===== src/trs_pkg.sv =====
`default_nettype none

package trs_pkg;

	localparam int CAPACITY = 64;
	localparam int DEPTH = CAPACITY;
	localparam int IDX_W = (DEPTH > 1) ? $clog2(DEPTH) : 1;
	localparam int KEY_W = 27;
	localparam int CNT_W = 7;
	localparam int DIM_W = 11;
	localparam int FMT_W = 3;
	localparam int MODE_W = 3;

	localparam logic [MODE_W-1:0] MODE_CONTAINS = 3'd0;
	localparam logic [MODE_W-1:0] MODE_ADD = 3'd1;
	localparam logic [MODE_W-1:0] MODE_REMOVE = 3'd2;
	localparam logic [MODE_W-1:0] MODE_LIST = 3'd3;
	localparam logic [MODE_W-1:0] MODE_CLEAR = 3'd4;

	typedef logic [KEY_W-1:0] key_t;

	typedef struct packed {
		logic load;
		logic lookup;
		logic exec;
		logic list_step;
	} trs_cmd_t;

	typedef struct packed {
		logic mode_is_list;
		logic list_nonempty;
		logic list_last;
	} trs_status_t;

endpackage

`default_nettype wire


===== src/trs_ctrl.sv =====
`default_nettype none

module trs_ctrl (
	input  wire                  clk,
	input  wire                  arst_n,
	input  wire                  start,
	output logic                 busy,
	input  trs_pkg::trs_status_t status,
	output trs_pkg::trs_cmd_t    cmd
);
	import trs_pkg::*;

	localparam logic [1:0] ST_IDLE = 2'd0;
	localparam logic [1:0] ST_LOOKUP = 2'd1;
	localparam logic [1:0] ST_EXEC = 2'd2;
	localparam logic [1:0] ST_LIST = 2'd3;

	logic [1:0] state_q;
	logic [1:0] state_d;
	logic       accept;
	logic       list_go;

	assign list_go = status.mode_is_list && status.list_nonempty;

	always_comb begin
		case (state_q)
			ST_IDLE:   busy = 1'b0;
			ST_LOOKUP: busy = 1'b1;
			ST_EXEC:   busy = list_go;
			ST_LIST:   busy = !status.list_last;
			default:   busy = 1'b1;
		endcase
	end

	assign accept = start && !busy;

	always_comb begin
		state_d = state_q;
		case (state_q)
			ST_IDLE: begin
				if (accept) state_d = ST_LOOKUP;
			end
			ST_LOOKUP: state_d = ST_EXEC;
			ST_EXEC: begin
				if (list_go) state_d = ST_LIST;
				else if (accept) state_d = ST_LOOKUP;
				else state_d = ST_IDLE;
			end
			ST_LIST: begin
				if (status.list_last) state_d = accept ? ST_LOOKUP : ST_IDLE;
			end
			default: state_d = ST_IDLE;
		endcase
	end

	always_ff @(posedge clk or negedge arst_n) begin
		if (!arst_n) begin
			state_q <= ST_IDLE;
		end else begin
			state_q <= state_d;
		end
	end

	assign cmd.load = accept;
	assign cmd.lookup = (state_q == ST_LOOKUP);
	assign cmd.exec = (state_q == ST_EXEC);
	assign cmd.list_step = (state_q == ST_LIST);

endmodule

`default_nettype wire


===== config.mk =====
export PLATFORM = sky130hd
export DESIGN_NAME = trs_ctrl
export DESIGN_NICKNAME = d
export VERILOG_FILES = /design/src/trs_pkg.sv /design/src/trs_ctrl.sv
export SDC_FILE = /design/constraint.sdc
export NUM_CORES = 1
export LEC_CHECK = 0
export BUFFER_PORTS_ARGS = -buffer_cell sky130_fd_sc_hd__buf_2
export CAP_MARGIN = 20
export CORE_AREA = 2 2 39 41
export CTS_CLUSTER_DIAMETER = 120
export CTS_CLUSTER_SIZE = 30
export DETAILED_ROUTE_END_ITERATION = 8
export DIE_AREA = 0 0 41 43
export GPL_TIMING_DRIVEN = 0
export PLACE_DENSITY_LB_ADDON = 0.15
export SLEW_MARGIN = 20
export SYNTH_ARGS = -nofsm -noshare
export SYNTH_HDL_FRONTEND = slang
export SYNTH_SLANG_ARGS = --single-unit

===== constraint.sdc =====
create_clock -name clk -period 1.5 [get_ports clk]
set_clock_uncertainty 0.05 [all_clocks]
set_input_delay 0.45 -clock clk [delete_from_list [all_inputs] [get_ports clk]]
set_output_delay 0.45 -clock clk [all_outputs]
set_load 0.01 [all_outputs]

==> flow_summary.toml, run 1 <==
[status]
outcome = "finished with violations"
violations = "negative setup slack"

[routing]
viasPerCell = 3.532
antenna_left = 0
finalWirelength_um = 424
drc = 0
dr_total_vias = 166
dr.pass1.iters = 4
drt_iter0_drc = 4
wl_per_cell_um = 9.021

[sta]
max_freq_mhz = 609.3
period_minus_slack_ns = 1.641
holdWs_ns = 0.4582
worst_slack_ns = -0.1413
rsz0062_at_grt = "true"
worst_pin_slew_ns = 0.1942
hold_viol = 0
slew_headroom_pct = 87.06
min_period_over_period_pct = 109.4
setup_viol = 5
slew_violations = 0

[final_layout]
area_growth_pct = 127.1
multiInputGateArea_um2 = 102.6
num_antenna_cells = 0
mostFrequentLayoutCells = "buf_2, buf_6, clkbuf_4, dfrtp_2"
top_register = "state_q"
largest_register_ffs = 2
final_nets = 39
utilization_pct = 21.97
fin_cells = 47
seq_area_um2 = 52.55
final.fill_count = 158
layout_commonest_cell = "buf_2"
drive_above_1_share_pct = 74.19
reg_top3 = "state_q (2)"

[cts]
cts_buffers = 3
cts_root_buf = "clkbuf_4"
clockBufferDepth = 2
clk_latency_ns = 0.22
htreeDepth = 1
clkSinkCount = 2
clkTransAtPathRegs_ns = 0.03
cts_tree = "done"

[place]
post-place-ws_ns = -0.1637
dp_cells = 41
io_buffer_count = 10
gp_congestion = 0.6255
hpwl_um = 289.1

[die]
fp.dieArea_mm2 = 0.001763
initial_core_util_pct = 9.674
fp.dieW_um = 41
rows = 14
fp.dieH_um = 43
coreArea_mm2 = 0.001384
num_io_pins = 11

[power]
power_mw = 0.6232
p_leak_nw = 0.1438
power_density_mw_per_mm2 = 2050
max-vdd-ir-drop_v = 0.0005333

[worst_setup_path]
crit_buf_inv = 1
worst_setup_path_start_kind = "flip-flop"
reg2regPathDepth = 3
path_cells = "and3_4, o21a_1, buf_6"
cp_top_family = "flip-flops"
worstReg2RegEnd = "state_q[0]$_DFFE_PN0P_"
cp.arrival_ns = 1.14
cp_slowest_stage_delay_ns = 0.43
setup.worst_path.class = "flip-flop to output port"
end_kind = "output port"
ff2ff_setup_slack_ns = 0.31
crit_path_start = "state_q[1]$_DFFE_PN0P_"
required_ns = 1.00
reg2reg_from = "state_q[1]$_DFFE_PN0P_"
cp_max_fo = 4
worst_path_max_delay_cell = "dfrtp_2"

[logic_synthesis]
synth-seq-cells = 2
synth.avg_cell_area_um2 = 8.925
seq_area_frac_synth_pct = 37.38
ys_types = 12
syn_inst = 15
syn_area_um2 = 133.9
yosys_warnings = 0
synth_nets = 21

[global_routing]
grt_usage_pct = 6.319
grt_overflow = 0
grt_pass1_vias = 179
grt_max_degree = 7
antenna_found_initial = 0
grt_first_pass_wirelength_um = 690

[worst_hold_path]
hold_depth = 2
hold_class = "input port to flip-flop"
whs_endpoint = "state_q[0]$_DFFE_PN0P_"
hp-start = "start"

[run]
max-cap-violations = 0
## worst reg2reg max path: cells and delay by family, from the launching register on
family / cells / cell delay [ns]
buffers and inverters: 1 / 0.15
DFF: 1 / 0.43
AOI/OAI and AO/OA: 1 / 0.29
and+or+nand+nor: 1 / 0.16
## worst max-delay path by stage
stage          cells after the start  slack (ns)  endpoint
2_1_floorplan                      3        0.08    cmd[3]
3_3_place_gp                       5       -0.17    cmd[3]
3_5_place_dp                       5       -0.16    cmd[3]
4_1_cts                            4       -0.18      busy
5_1_grt                            4       -0.17      busy
6_report                           3       -0.14    cmd[3]
## cell families (layout without fill, tap and decap cells)
group | Yosys count | after routing | share of synthesized area, %
and+or+nand+nor | 8 | 8 | 36.46
AOI/OAI and AO/OA | 3 | 3 | 17.76
DFF | 2 | 2 | 37.38
buffers and inverters | 2 | 18 | 8.411
## layout make-up
class,instances,area share [%]
Sequential cell,2,17.28
Timing Repair Buffer,14,33.74
Multi-Input combinational cell,11,33.74
Tap cell,16,6.584
Inverter,1,1.235
Clock buffer,3,7.407
## routing by layer
layer | GRT usage (%) | up-vias | part of all wire [%]
li1 | - | 88 | -
met1 | 8.013 | 69 | 49
met2 | 7.187 | 9 | 42
met3 | 1.571 | 0 | 8.7
met4 | 8.000 | 0 | 0
met5 | 0 | - | 0
## per-stage QoR
step	setup TNS [ns]	cell area, um2
floorplan	0	133.9
global placement	-0.1836	203.9
detailed placement	-0.1782	203.9
CTS	-0.3511	257.7
global route	-0.6646	304.0
finish	-0.4505	304.0
## power breakdown
part	leakage [nW]	internal [mW]	switching [mW]
Clock	0.0138	0.0883	0.0312
Combinational	0.108	0.217	0.154
Sequential	0.0218	0.0875	0.0449
## repair_timing
action	in CTS	in global routing
pin swaps	2	3
endpoints found under the hold margin	2	0
hold buffers	1	0
gates resized for setup	4	9
endpoints found under the setup margin	2	5
buffers inserted	1	2
cloned	0	0
## synthesized netlist by cell type, drive strengths merged
library cell | n | area share (%)
nor2 | 3 | 8.4
dfrtp | 2 | 37
a221o | 1 | 7.5
a31oi | 1 | 4.7
and2 | 1 | 4.7
and2b | 1 | 5.6
and3 | 1 | 4.7
and4b | 1 | 7.5
buf | 1 | 5.6
inv | 1 | 2.8
o21a | 1 | 5.6
or2b | 1 | 5.6
No activity file was read; power rests on OpenSTA's default activity.
==> run 2, diff against run 1 <==
- BUFFER_PORTS_ARGS: -buffer_cell sky130_fd_sc_hd__buf_2 -> -buffer_cell sky130_fd_sc_hd__buf_4
==> flow_summary.toml, run 2 (synthesis gave the netlist of run 1 again) <==
[status]
outcome = "finished with violations"
violations = "negative setup slack"

[global_routing]
grt_overflow = 0
grt_max_degree = 7
antenna_found_initial = 0
grt_pass1_vias = 186
grt_usage_pct = 6.921
grt_first_pass_wirelength_um = 772

[sta]
final.setup.tns_ns = -0.3113
rsz0062_at_grt = "true"
worst_slack_ns = -0.1571
slew_headroom_pct = 88.20
worst_pin_slew_ns = 0.1770
holdWs_ns = 0.4446
slew_violations = 0
period_minus_slack_ns = 1.657
min_period_over_period_pct = 110.5
setup_viol = 2
max_freq_mhz = 603.5
hold_viol = 0

[routing]
antenna_left = 0
dr.pass1.iters = 2
viasPerCell = 3.400
drc = 0
dr_total_vias = 153
wl_per_cell_um = 9.711
finalWirelength_um = 437
drt_iter0_drc = 3

[final_layout]
area_growth_pct = 122.4
num_antenna_cells = 0
final_nets = 37
mostFrequentLayoutCells = "buf_4, clkbuf_4, buf_6, nor2_1, dfrtp_2"
drive_above_1_share_pct = 65.52
top_register = "state_q"
layout_commonest_cell = "buf_4"
final.fill_count = 156
utilization_pct = 21.52
reg_top3 = "state_q (2)"
fin_cells = 45
largest_register_ffs = 2

[die]
rows = 14
initial_core_util_pct = 9.674
num_io_pins = 11
fp.dieArea_mm2 = 0.001763
coreArea_mm2 = 0.001384
fp.dieH_um = 43
fp.dieW_um = 41

[cts]
cts_buffers = 3
cts_tree = "done"
clkTransAtPathRegs_ns = 0.03
cts_root_buf = "clkbuf_4"
clk_latency_ns = 0.22
clockBufferDepth = 2
clkSinkCount = 2
htreeDepth = 1

[power]
p_leak_nw = 0.1376
max-vdd-ir-drop_v = 0.0006138
power_mw = 0.5773
power_density_mw_per_mm2 = 1939

[place]
hpwl_um = 291.3
gp_congestion = 0.6335
io_buffer_count = 10
dp_cells = 41

[worst_setup_path]
cp_max_fo = 6
worst_setup_path_start_kind = "flip-flop"
setup.worst_path.class = "flip-flop to output port"
cp.arrival_ns = 1.16
cp_top_family = "flip-flops"
worst_path_max_delay_cell = "dfrtp_2"
end_kind = "output port"
required_ns = 1.00
path_cells = "and3_4, buf_6, nor2_2, buf_4"
cp_slowest_stage_delay_ns = 0.44
crit_buf_inv = 2

[worst_hold_path]
hold_class = "input port to flip-flop"

[run]
max-cap-violations = 0
-- run 2: path summary, 6_finish.rpt --
path                                             start                endpoint  slack (ns)  cells past startpoint
worst max register to register  state_q[1]$_DFFE_PN0P_  state_q[0]$_DFFE_PN0P_        0.40                      2
worst min register to register  state_q[0]$_DFFE_PN0P_  state_q[1]$_DFFE_PN0P_        0.57                      2
max in group asynchronous                       arst_n  state_q[0]$_DFFE_PN0P_        0.80                      2
worst min-delay path                             start  state_q[0]$_DFFE_PN0P_        0.44                      2
worst max-delay path            state_q[1]$_DFFE_PN0P_                    busy       -0.16                      4
min in group asynchronous                       arst_n  state_q[1]$_DFFE_PN0P_        0.50                      2
-- run 2: report_power, final --
part           internal (mW)  switching (mW)  total, mW
registers             0.0876          0.0553      0.143
clock network         0.0883          0.0307      0.119
logic                  0.190           0.126      0.315
-- run 2: through the flow --
step,worst slack [ns],cell area (um2)
5_1_grt,-0.2185,297.8
4_1_cts,-0.1882,294.0
6_report,-0.1571,297.8
2_1_floorplan,0.07940,133.9
3_5_place_dp,-0.1705,229.0
3_3_place_gp,-0.1796,229.0
-- run 2: routing by layer --
metal | wire (um) | track usage [%] | vias up
met5 | 0 | 0 | -
met4 | 0 | 8.000 | 0
met3 | 39 | 2.094 | 0
met2 | 195 | 7.813 | 9
met1 | 202 | 8.974 | 64
li1 | - | - | 80
-- run 2: final cells by class --
| class | instances | area [um2] | area share (%) |
|---|---|---|---|
| flip-flops and latches | 2 | 52.55 | 17.65 |
| repair buffers | 12 | 103.9 | 34.87 |
| inverters | 1 | 3.754 | 1.261 |
| multi-input cells | 11 | 95.09 | 31.93 |
| well taps | 16 | 20.02 | 6.723 |
| clock buffers | 3 | 22.52 | 7.563 |
-- run 2: what timing repair did --
item / 4_1_cts / 5_1_grt
endpoints found under the setup margin: 2 / 4
hold buffers: 1 / 0
resized for setup: 8 / 1
pin swaps: 2 / 3
buffers inserted: 1 / 0
hold endpoints to repair: 2 / 0
==> run 3, diff against run 2 <==
- SETUP_SLACK_MARGIN: not set -> 0.1
- clock period: 1.5 -> 2.1 ns (I/O delays scaled with it)
==> flow_summary.toml, run 3 (synthesis gave the netlist of run 1 again) <==
[final_layout]
final_nets = 35
multiInputGateArea_um2 = 83.83
area_growth_pct = 93.46
reg_top3 = "state_q (2)"
final.fill_count = 159
mostFrequentLayoutCells = "buf_4, nor2_1, clkbuf_4, dfrtp_1"
largest_register_ffs = 2
layout_commonest_cell = "buf_4"
num_antenna_cells = 0
fin_cells = 43
top_register = "state_q"
drive_above_1_share_pct = 55.56
seq_area_um2 = 50.05

[cts]
clk_latency_ns = 0.22
cts_tree = "done"
clockBufferDepth = 2
cts_hold_buf = 0
clkSinkCount = 2
htreeDepth = 1
cts_root_buf = "clkbuf_4"
clkTransAtPathRegs_ns = 0.03
post-cts-setup-buffer-count = 0
cts_buffers = 3

[run]
max-cap-violations = 0

[global_routing]
grt_first_pass_wirelength_um = 676
grt_usage_pct = 6.212
grt_overflow = 0
grt_pass1_vias = 163
antenna_found_initial = 0
grt_max_degree = 7

[routing]
wl_per_cell_um = 9.116
antenna_left = 0
finalWirelength_um = 392
dr_total_vias = 150
drc = 0
drt_iter0_drc = 4
viasPerCell = 3.488
dr.pass1.iters = 4

[place]
dp_cells = 41
hpwl_um = 291.3
post-place-ws_ns = 0.06950
io_buffer_count = 10
gp_congestion = 0.6335

[sta]
final.setup.tns_ns = 0
setup_viol = 0
max_freq_mhz = 523.0
min_period_over_period_pct = 91.05
worst_pin_slew_ns = 0.2014
rsz0062_at_grt = "false"
slew_violations = 0
slew_headroom_pct = 86.57
worst_slack_ns = 0.1880
hold_viol = 0
period_minus_slack_ns = 1.912

[die]
initial_core_util_pct = 9.674
num_io_pins = 11
coreArea_mm2 = 0.001384
fp.dieArea_mm2 = 0.001763
fp.dieW_um = 41
rows = 14
fp.dieH_um = 43

[power]
power_mw = 0.3670
power_density_mw_per_mm2 = 1417
p_leak_nw = 0.1272
max-vdd-ir-drop_v = 0.0004106

[worst_setup_path]
cp_max_fo = 3
end_kind = "output port"
cp_top_family = "buffers and inverters"
cp_slowest_stage_delay_ns = 0.19
setup.worst_path.class = "input port to output port"
worst_setup_path_start_kind = "input port"
cp.arrival_ns = 1.23
crit_buf_inv = 2
required_ns = 1.42
path_cells = "buf_4, and3_4, o21a_1, buf_6"
worst_path_max_delay_cell = "o21a_1"

[status]
outcome = "complete, no violations"

[worst_hold_path]
hold_class = "input port to asynchronous set/reset pin"
run 3: worst paths after layout:
check / startpoint / to / slack (ns) / cells after the start
max: status[0] / cmd[3] / 0.19 / 4
min: arst_n / state_q[1]$_DFFE_PN0P_ / 0.13 / 1
max reg2reg: state_q[1]$_DFFE_PN0P_ / state_q[0]$_DFFE_PN0P_ / 1.00 / 2
min reg2reg: state_q[0]$_DFFE_PN0P_ / state_q[1]$_DFFE_PN0P_ / 0.60 / 2
max in group asynchronous: arst_n / state_q[0]$_DFFE_PN0P_ / 1.78 / 1
min in group clk: state_q[0]$_DFFE_PN0P_ / state_q[1]$_DFFE_PN0P_ / 0.60 / 2
run 3: report_power, final:
part           internal [mW]  total (mW)  switching, mW
clock network         0.0630      0.0844         0.0214
registers             0.0585      0.0908         0.0324
logic                  0.111       0.192         0.0806
total                  0.233       0.367          0.134
run 3: stage by stage:
| step | hold slack [ns] | area [um2] | utilization, % |
|---|---|---|---|
| floorplan | 0.2844 | 133.9 | - |
| global placement | 0.3628 | 229.0 | 16.55 |
| detailed placement | 0.3642 | 229.0 | 16.55 |
| CTS | 0.1208 | 266.5 | 19.26 |
| global route | 0.1255 | 259.0 | 18.72 |
| finish | 0.1305 | 259.0 | 18.72 |
run 3: worst reg2reg max path: stages (launching register included):
cell	delay (ns)
dfrtp_1	0.43
and2_1	0.20
a221o_1	0.29
run 3: area by class of cell:
| cell class | count | area share, % |
|---|---|---|
| clock buffer | 3 | 8.696 |
| sequential | 2 | 19.32 |
| timing repair buffer | 10 | 30.43 |
| tap | 16 | 7.729 |
| inverter | 1 | 1.449 |
| multi-input combinational | 11 | 32.37 |
run 3: routing by layer:
layer	wire length, um	vias to the layer above	global-route usage (%)
li1	-	76	-
met3	57	0	2.094
met5	0	-	0
met4	0	0	8.000
met2	162	13	5.938
met1	172	61	8.626
run 3: repair_timing:
item	in CTS	in global routing
resized for setup	3	0
pin swaps	0	1
endpoints found under the setup margin	1	1
gates cloned	0	0
